### src/sv/qks_pkg.sv
// Shared types and constants for the quadrature knob setpoint block.
`timescale 1ns / 1ps

package qks_pkg;

  localparam int unsigned VALUE_BITS_DEF = 16;
  localparam int unsigned STEP_W         = 10;
  localparam int unsigned FIELD_W        = 16;
  localparam int unsigned CMD_W          = 2;
  localparam int unsigned CFG_IDX_W      = 2;

  localparam logic [STEP_W-1:0]  STEP_SIZE_RST    = 10'd60;
  localparam logic [FIELD_W-1:0] MAX_VALUE_RST    = 16'd480;
  localparam logic [FIELD_W-1:0] IDLE_TIMEOUT_RST = 16'd2000;

  // Quadrature phases, A in bit 1 and B in bit 0
  localparam logic [1:0] PHASE_LOW  = 2'b00;
  localparam logic [1:0] PHASE_HIGH = 2'b11;
  localparam logic [1:0] PHASE_A    = 2'b10;
  localparam logic [1:0] PHASE_B    = 2'b01;

  typedef enum logic [CMD_W-1:0] {
    CMD_PIN    = 2'd0,
    CMD_TICK   = 2'd1,
    CMD_REMOTE = 2'd2
  } cmd_e;

  typedef enum logic [1:0] {
    DIR_NONE = 2'd0,
    DIR_INC  = 2'd1,
    DIR_DEC  = 2'd2
  } dir_e;

  typedef enum logic [CFG_IDX_W-1:0] {
    REG_STEP_SIZE    = 2'd0,
    REG_MAX_VALUE    = 2'd1,
    REG_IDLE_TIMEOUT = 2'd2
  } reg_e;

  typedef struct packed {
    logic [CMD_W-1:0]   command;
    logic               pin_a;
    logic               pin_b;
    logic               key_level;
    logic [FIELD_W-1:0] remote_value;
  } in_item_t;

  typedef struct packed {
    logic [FIELD_W-1:0] shown_value;
    logic               moving;
    logic               commit;
    logic               mode_flag;
    logic               mode_changed;
  } out_item_t;

  typedef struct packed {
    logic [STEP_W-1:0]  step_size;
    logic [FIELD_W-1:0] max_value;
    logic [FIELD_W-1:0] idle_timeout;
  } cfg_t;

  typedef struct packed {
    logic detent;
    dir_e dir;
    logic mode_flag;
    logic mode_changed;
  } knob_evt_t;

endpackage

### src/sv/qks_quad_decoder.sv
// Quadrature phase decoder with detent detection and key edge mode toggle.
`timescale 1ns / 1ps

module qks_quad_decoder (
  input  logic                 clk_i,
  input  logic                 rst_ni,
  input  logic                 fire_i,
  input  qks_pkg::in_item_t    item_i,
  output qks_pkg::knob_evt_t   evt_o
);
  import qks_pkg::*;

  logic [1:0] last_q, last_d;
  logic       primed_q, primed_d;
  dir_e       dir_q, dir_d;
  logic       key_prev_q, key_prev_d;
  logic       mode_q, mode_d;
  logic [1:0] phase;
  logic       reached;
  logic       toggled;

  assign phase = {item_i.pin_a, item_i.pin_b};

  always_comb begin
    last_d     = last_q;
    primed_d   = primed_q;
    dir_d      = dir_q;
    key_prev_d = key_prev_q;
    mode_d     = mode_q;
    reached    = 1'b0;
    toggled    = 1'b0;
    if (item_i.command == CMD_PIN) begin
      toggled    = !item_i.key_level && key_prev_q;
      mode_d     = mode_q ^ toggled;
      key_prev_d = item_i.key_level;
      primed_d   = 1'b1;
      if (phase != last_q) begin
        case (phase) inside
          PHASE_LOW, PHASE_HIGH: begin
            last_d  = phase;
            reached = 1'b1;
          end
          PHASE_A: begin
            if (last_q == PHASE_LOW) dir_d = DIR_INC;
            else if (last_q == PHASE_HIGH) dir_d = DIR_DEC;
          end
          default: begin
            if (last_q == PHASE_LOW) dir_d = DIR_DEC;
            else if (last_q == PHASE_HIGH) dir_d = DIR_INC;
          end
        endcase
      end
    end
  end

  // The first sample only records the phase
  assign evt_o.detent       = reached && primed_q;
  assign evt_o.dir          = dir_d;
  assign evt_o.mode_flag    = mode_d;
  assign evt_o.mode_changed = toggled;

  always_ff @(posedge clk_i or negedge rst_ni) begin
    if (!rst_ni) begin
      last_q     <= PHASE_LOW;
      primed_q   <= 1'b0;
      dir_q      <= DIR_NONE;
      key_prev_q <= 1'b0;
      mode_q     <= 1'b0;
    end else if (fire_i) begin
      last_q     <= last_d;
      primed_q   <= primed_d;
      dir_q      <= dir_d;
      key_prev_q <= key_prev_d;
      mode_q     <= mode_d;
    end
  end

endmodule

### src/sv/qks_setpoint.sv
// Setpoint stepping, idle timer, commit and remote tracking.
`timescale 1ns / 1ps

module qks_setpoint #(
  parameter int unsigned VALUE_BITS = qks_pkg::VALUE_BITS_DEF
) (
  input  logic                 clk_i,
  input  logic                 rst_ni,
  input  logic                 fire_i,
  input  qks_pkg::in_item_t    item_i,
  input  qks_pkg::knob_evt_t   evt_i,
  input  qks_pkg::cfg_t        cfg_i,
  output qks_pkg::out_item_t   result_o
);
  import qks_pkg::*;

  localparam int unsigned CALC_W = ((VALUE_BITS > FIELD_W) ? VALUE_BITS : FIELD_W) + 1;

  logic [VALUE_BITS-1:0] sp_q, sp_d;
  logic [VALUE_BITS-1:0] rc_q, rc_d;
  logic                  moving_q, moving_d;
  logic [FIELD_W-1:0]    idle_q, idle_d;
  logic [CALC_W-1:0]     sp_w, step_w, max_w, sum_w;
  logic                  commit;
  logic                  known_cmd;

  assign sp_w   = CALC_W'(sp_q);
  assign step_w = CALC_W'(cfg_i.step_size);
  assign max_w  = CALC_W'(cfg_i.max_value);
  assign sum_w  = sp_w + step_w;

  always_comb begin
    sp_d      = sp_q;
    rc_d      = rc_q;
    moving_d  = moving_q;
    idle_d    = idle_q;
    commit    = 1'b0;
    known_cmd = 1'b1;
    case (item_i.command)
      CMD_PIN: begin
        if (evt_i.detent) begin
          idle_d   = '0;
          moving_d = 1'b1;
          if (evt_i.dir == DIR_INC) begin
            sp_d = (sum_w > max_w) ? VALUE_BITS'(max_w) : VALUE_BITS'(sum_w);
          end else if (evt_i.dir == DIR_DEC) begin
            sp_d = (sp_w > step_w) ? VALUE_BITS'(sp_w - step_w) : '0;
          end
        end
      end
      CMD_TICK: begin
        if (idle_q != '1) idle_d = idle_q + FIELD_W'(1);
      end
      CMD_REMOTE: begin
        rc_d = VALUE_BITS'(item_i.remote_value);
      end
      default: begin
        known_cmd = 1'b0;
      end
    endcase
    // Settle: commit after timeout, else follow the remote copy while idle
    if (known_cmd) begin
      if (moving_d) begin
        if (idle_d >= cfg_i.idle_timeout) begin
          if (sp_d != rc_d) begin
            commit = 1'b1;
            rc_d   = sp_d;
          end
          moving_d = 1'b0;
        end
      end else begin
        sp_d = rc_d;
      end
    end
  end

  assign result_o.shown_value  = moving_d ? FIELD_W'(sp_d) : FIELD_W'(rc_d);
  assign result_o.moving       = moving_d;
  assign result_o.commit       = commit;
  assign result_o.mode_flag    = evt_i.mode_flag;
  assign result_o.mode_changed = evt_i.mode_changed;

  always_ff @(posedge clk_i or negedge rst_ni) begin
    if (!rst_ni) begin
      sp_q     <= '0;
      rc_q     <= '0;
      moving_q <= 1'b0;
      idle_q   <= '0;
    end else if (fire_i) begin
      sp_q     <= sp_d;
      rc_q     <= rc_d;
      moving_q <= moving_d;
      idle_q   <= idle_d;
    end
  end

endmodule

### src/sv/quadrature_knob_setpoint_top.sv
// Throughput: one transaction per cycle while out_stall_i is low; the input
// register and the result register each hold one transaction, and the state
// update is one short pass between the input register and the result register.
// Reset: asynchronous, active low; clears knob state, setpoint and remote copy,
// and loads the configuration registers with their defaults. No clearing pass.
`timescale 1ns / 1ps

module quadrature_knob_setpoint_top #(
  parameter int unsigned VALUE_BITS = qks_pkg::VALUE_BITS_DEF
) (
  input  logic                              clk_i,
  input  logic                              rst_ni,
  input  logic                              in_valid_i,
  output logic                              in_stall_o,
  input  qks_pkg::in_item_t                 in_data_i,
  output logic                              out_valid_o,
  input  logic                              out_stall_i,
  output qks_pkg::out_item_t                out_data_o,
  input  logic                              cfg_valid_i,
  output logic                              cfg_ready_o,
  input  logic [qks_pkg::CFG_IDX_W-1:0]     cfg_index_i,
  input  logic [qks_pkg::FIELD_W-1:0]       cfg_data_i
);
  import qks_pkg::*;

  logic      s1_valid_q;
  in_item_t  s1_item_q;
  logic      out_valid_q;
  out_item_t out_item_q;
  cfg_t      cfg_q;
  knob_evt_t evt;
  out_item_t result;
  logic      out_free;
  logic      fire;
  logic      in_accept;

  assign out_free    = !out_valid_q || !out_stall_i;
  assign fire        = s1_valid_q && out_free;
  assign in_stall_o  = s1_valid_q && !fire;
  assign in_accept   = in_valid_i && !in_stall_o;
  assign out_valid_o = out_valid_q;
  assign out_data_o  = out_item_q;
  assign cfg_ready_o = 1'b1;

  always_ff @(posedge clk_i or negedge rst_ni) begin
    if (!rst_ni) begin
      cfg_q.step_size    <= STEP_SIZE_RST;
      cfg_q.max_value    <= MAX_VALUE_RST;
      cfg_q.idle_timeout <= IDLE_TIMEOUT_RST;
    end else if (cfg_valid_i) begin
      unique case (cfg_index_i)
        REG_STEP_SIZE:    cfg_q.step_size    <= cfg_data_i[STEP_W-1:0];
        REG_MAX_VALUE:    cfg_q.max_value    <= cfg_data_i;
        REG_IDLE_TIMEOUT: cfg_q.idle_timeout <= cfg_data_i;
        default: ;
      endcase
    end
  end

  always_ff @(posedge clk_i or negedge rst_ni) begin
    if (!rst_ni) begin
      s1_valid_q  <= 1'b0;
      out_valid_q <= 1'b0;
    end else begin
      if (in_accept) s1_valid_q <= 1'b1;
      else if (fire) s1_valid_q <= 1'b0;
      if (fire) out_valid_q <= 1'b1;
      else if (!out_stall_i) out_valid_q <= 1'b0;
    end
  end

  always_ff @(posedge clk_i) begin
    if (in_accept) s1_item_q <= in_data_i;
    if (fire) out_item_q <= result;
  end

  qks_quad_decoder u_decoder (
    .clk_i  (clk_i),
    .rst_ni (rst_ni),
    .fire_i (fire),
    .item_i (s1_item_q),
    .evt_o  (evt)
  );

  qks_setpoint #(
    .VALUE_BITS (VALUE_BITS)
  ) u_setpoint (
    .clk_i    (clk_i),
    .rst_ni   (rst_ni),
    .fire_i   (fire),
    .item_i   (s1_item_q),
    .evt_i    (evt),
    .cfg_i    (cfg_q),
    .result_o (result)
  );

  a_commit_ends_motion: assert property (@(posedge clk_i) disable iff (!rst_ni)
    out_valid_q && out_item_q.commit |-> !out_item_q.moving)
    else $error("commit reported while still moving");

  a_no_overwrite: assert property (@(posedge clk_i) disable iff (!rst_ni)
    in_accept |-> (!s1_valid_q || fire))
    else $error("input register overwritten before it advanced");

  a_result_from_input: assert property (@(posedge clk_i) disable iff (!rst_ni)
    $rose(out_valid_q) |-> $past(s1_valid_q))
    else $error("result appeared without a pending transaction");

  a_held_result: assert property (@(posedge clk_i) disable iff (!rst_ni)
    out_valid_q && out_stall_i |=> out_valid_q && !$past(fire))
    else $error("stalled result register was advanced");

endmodule
### config.mk
export PLATFORM = sky130hd
export DESIGN_NAME = quadrature_knob_setpoint_top
export DESIGN_NICKNAME = d
export VERILOG_FILES = /design/src/sv/qks_pkg.sv /design/src/sv/qks_quad_decoder.sv /design/src/sv/qks_setpoint.sv /design/src/sv/quadrature_knob_setpoint_top.sv
export SDC_FILE = /design/constraint.sdc
export NUM_CORES = 1
export LEC_CHECK = 0
export BUFFER_PORTS_ARGS = -buffer_cell sky130_fd_sc_hd__clkbuf_2
export CAP_MARGIN = 20
export CELL_PAD_IN_SITES_DETAIL_PLACEMENT = 1
export CELL_PAD_IN_SITES_GLOBAL_PLACEMENT = 1
export CORE_ASPECT_RATIO = 0.75
export CORE_MARGIN = 3
export CORE_UTILIZATION = 43
export CTS_CLUSTER_SIZE = 14
export DETAILED_ROUTE_END_ITERATION = 8
export GPL_ROUTABILITY_DRIVEN = 0
export PLACE_DENSITY_LB_ADDON = 0.1
export SYNTH_ARGS = -nofsm -noshare
export SYNTH_HDL_FRONTEND = slang
export SYNTH_SLANG_ARGS = --single-unit
### constraint.sdc
create_clock -name clk_i -period 5.7 [get_ports clk_i]
set_input_delay 1.425 -clock clk_i [delete_from_list [all_inputs] [get_ports clk_i]]
set_output_delay 1.425 -clock clk_i [all_outputs]
set_load 0.02 [all_outputs]
==> impl_metrics.tcl <==
set metrics [dict create \
    outcome "finished, violations left" \
    violations "negative setup slack" \
    portBuffers 65 \
    rsz0062_at_grt "yes" \
    ys_seq_area_share_pct 37.5 \
    intPower_mw 3.36 \
    max_clock_freq_ghz 0.173 \
    area_growth_pct 21.4 \
    maxSlewViolCount 0 \
    cp_max_fo 10 \
    hold_path.class "reg -> reg" \
    firstDrtPassIters 5 \
    layout-drive-gt1-share_pct 28.3 \
    synth_edf_count 41 \
    core_area_um2 22500 \
    finClkSkew_ns 0.00950 \
    grt_pass1_wl_um 53800 \
    dp_hpwl_um 25000 \
    dieArea_um2 25100 \
    vias 8997 \
    synth_seq_cells 141 \
    cts_buffer_depth 2 \
    synthesis.area_um2 10000 \
    synthDistinctLibCells 97 \
    syn_inst 1074 \
    antenna_left 0 \
    wl_per_cell_um 23.0 \
    crit_path_end_kind "register" \
    start_util_pct 44.5 \
    p_leak_nw 5.14 \
    swShare_pct 46.1 \
    syn_avg_cell_area_um2 9.31 \
    die_h_um 138 \
    finalCritPeriodShare_pct 101 \
    wl_um 34300 \
    p_sw_mw 2.88 \
    diodes 0 \
    mappedNetlistNets 1174 \
    powerDensity_nw_per_um2 514 \
    p_comb_share_pct 56.7 \
    async_reset_ff_share_pct 70.9 \
    postPlaceCellArea_um2 10900 \
    grt_util_all_layers_pct 27.2 \
    final_area_um2 12100 \
    via_per_inst 6.04 \
    synthTopCellsByArea "dfrtp_1 22%, edfxtp_1 12%, ha_1 6.8%" \
    hold_viol 0 \
    drc 0 \
    drt_first_iter_violations 779 \
    cp-start-kind "register" \
    die_w_um 182 \
    worstMarginPinSlew_ns 0.987 \
    fin_ws_ns -0.0712 \
    cts_buffers 17 \
    setup_viol 16 \
    cts.sinks 141 \
    cts_tree "done" \
    grt_pass1_vias 9267 \
    peakVddDrop_uv 235 \
    clk_latency_ns 0.44 \
    netlist.top_cell.by_area "dfrtp_1" \
    clkPwrFrac_pct 18.6 \
    grt_max_degree 73 \
    finalNetCount 1282 \
    root_buffer "clkbuf_16" \
    dp.cells 1432 \
    tns_ns -0.597 \
    synthTopCellsByCount "112 x nand2_1, 86 x dfrtp_1, 67 x nor2_1, 66 x inv_1, 66 x o21ai_0" \
    crit_type "reg -> reg" \
    fin_util_pct 54.0 \
    cp.required_ns 5.88 \
    ys.flop_type "dfrtp_1" \
    io_pins 67 \
    row_count 47 \
    synth_top_area_share_pct 21.5 \
    yosys_warnings 0 \
    grt.overflow.total 0 \
    p_seq_share_pct 24.7 \
    synth_most_common_cell "nand2_1" \
    antenna_found_initial 1 \
    h-tree-depth 4 \
    clkTransAtPathRegs_ns 0.07 \
    cp.arrival_ns 5.95 \
    layout.cells.non_filler 1489 \
    period_needed_ns 5.77 \
    slew_headroom_pct 34.1 \
    cap_violations 0 \
]
[worst paths after layout]
check	startpoint	end	slack, ns	cells past startpoint
min in group asynchronous	rst_ni	cfg_q[25]	1.05	1
max in group asynchronous	rst_ni	cfg_q[16]	3.50	2
setup / recovery	cfg_q[34]	out_data_o[18]	-0.07	21
setup reg to reg	cfg_q[34]	out_data_o[18]	-0.07	21
hold / removal	u_setpoint.rc_q[10]	u_setpoint.rc_q[10]	0.49	2
hold reg to reg	u_setpoint.rc_q[10]	u_setpoint.rc_q[10]	0.49	2
[critical path, stage by stage (launching register included)]
cell and delay, ns:
dfstp_2 0.55, inv_2 0.06, ha_4 0.22, nor2b_4 0.12, a2111o_1 0.44, a211oi_4 0.32, o21ai_1 0.13, xnor2_1 0.20
ha_1 0.35, nand4_1 0.18, nor3_4 0.25, a21oi_2 0.09, a31o_2 0.36, a2111oi_2 0.43, a211o_1 0.19, o2111ai_1 0.14
nor4_1 0.34, nand4_1 0.23, o211ai_4 0.36, buf_4 0.17, mux2i_1 0.08, mux2_1 0.31
[registers in the layout (all words and copies together), names as in the netlist, 2 cells and up]
| name | flops |
|---|---|
| u_setpoint.rc_q | 16 |
| u_decoder.last_q | 2 |
| u_decoder.dir_q | 2 |
| u_setpoint.sp_q | 16 |
| out_data_o | 20 |
| u_setpoint.idle_q | 16 |
| cfg_q | 42 |
| s1_item_q | 21 |
[area by class of cell]
| type | instances | area [um^2] |
|---|---|---|
| multi-input cells | 811 | 6170 |
| well taps | 294 | 368 |
| inverters | 67 | 251 |
| clock buffers | 20 | 489 |
| clock inverters | 12 | 120 |
| flip-flops and latches | 141 | 3750 |
| repair buffers | 144 | 986 |
| fillers | 2573 | 10300 |
[power groups by stage]
stage,clock network (mW),logic [mW],registers [mW]
final,1.16,3.53,1.54
after global routing,1.23,3.83,1.56
after CTS,1.18,3.26,1.53
after detailed placement,0,3.09,1.55
after global placement,0,3.03,1.54
after floorplan,0,2.05,1.48
[routing by layer]
| layer | vias to the layer above | wire (um) | GRT usage (%) |
|---|---|---|---|
| met5 | - | 0 | 0 |
| li1 | 4162 | - | - |
| met4 | 0 | 689 | 6.73 |
| met2 | 297 | 15700 | 42.3 |
| met1 | 4485 | 15700 | 38.8 |
| met3 | 53 | 2250 | 6.07 |
[what timing repair did]
| item | CTS | global route |
|---|---|---|
| hold buffers | 0 | 0 |
| gates cloned | 1 | 1 |
| pin swaps | 27 | 31 |
| buffers inserted | 19 | 5 |
| endpoints found under the setup margin | 31 | 33 |
| gates resized for setup | 39 | 55 |
[cells by family (layout without fill, tap and decap cells)]
| kind of cell | Yosys count | after routing | share of synthesized area, % |
|---|---|---|---|
| adders and majority gates | 56 | 56 | 7.16 |
| other | 1 | 1 | 0.0375 |
| DFF | 141 | 141 | 37.5 |
| and+or+nand+nor | 335 | 335 | 16.8 |
| xor gates and xnor gates | 41 | 41 | 3.89 |
| buffers and inverters | 122 | 243 | 5.18 |
| muxes | 81 | 81 | 8.80 |
| AOI/OAI and AO/OA | 297 | 297 | 20.6 |
[placed cells by master, fill, tap and decap left out, types with 8 or more instances in the layout]
master and count:
a21o_1 9, a21oi_1 52, a31oi_1 20, and3_1 10
buf_4 68, buf_6 8, clkbuf_16 19, clkbuf_2 64
dfrtp_1 86, dfstp_2 14, edfxtp_1 41, ha_1 49
inv_1 64, mux2_2 53, mux2i_1 13, mux2i_4 11
nand2_1 111, nand2b_1 13, nand3_1 27, nand4_1 13
nor2_1 66, nor3_1 21, o211ai_1 16, o21ai_0 57
o21ai_1 21, o21ai_2 8, o31ai_1 14, xnor2_1 21
xor2_1 13
[metrics by stage]
step,power (mW),setup WS (ns),hold slack [ns]
floorplan,3.53,0.392,0.446
global placement,4.56,-0.0302,0.470
detailed placement,4.63,-0.211,0.473
CTS,5.97,-0.0370,0.488
global route,6.62,-0.310,0.513
finish,6.24,-0.0712,0.487
(Power assumes the default switching activity.)
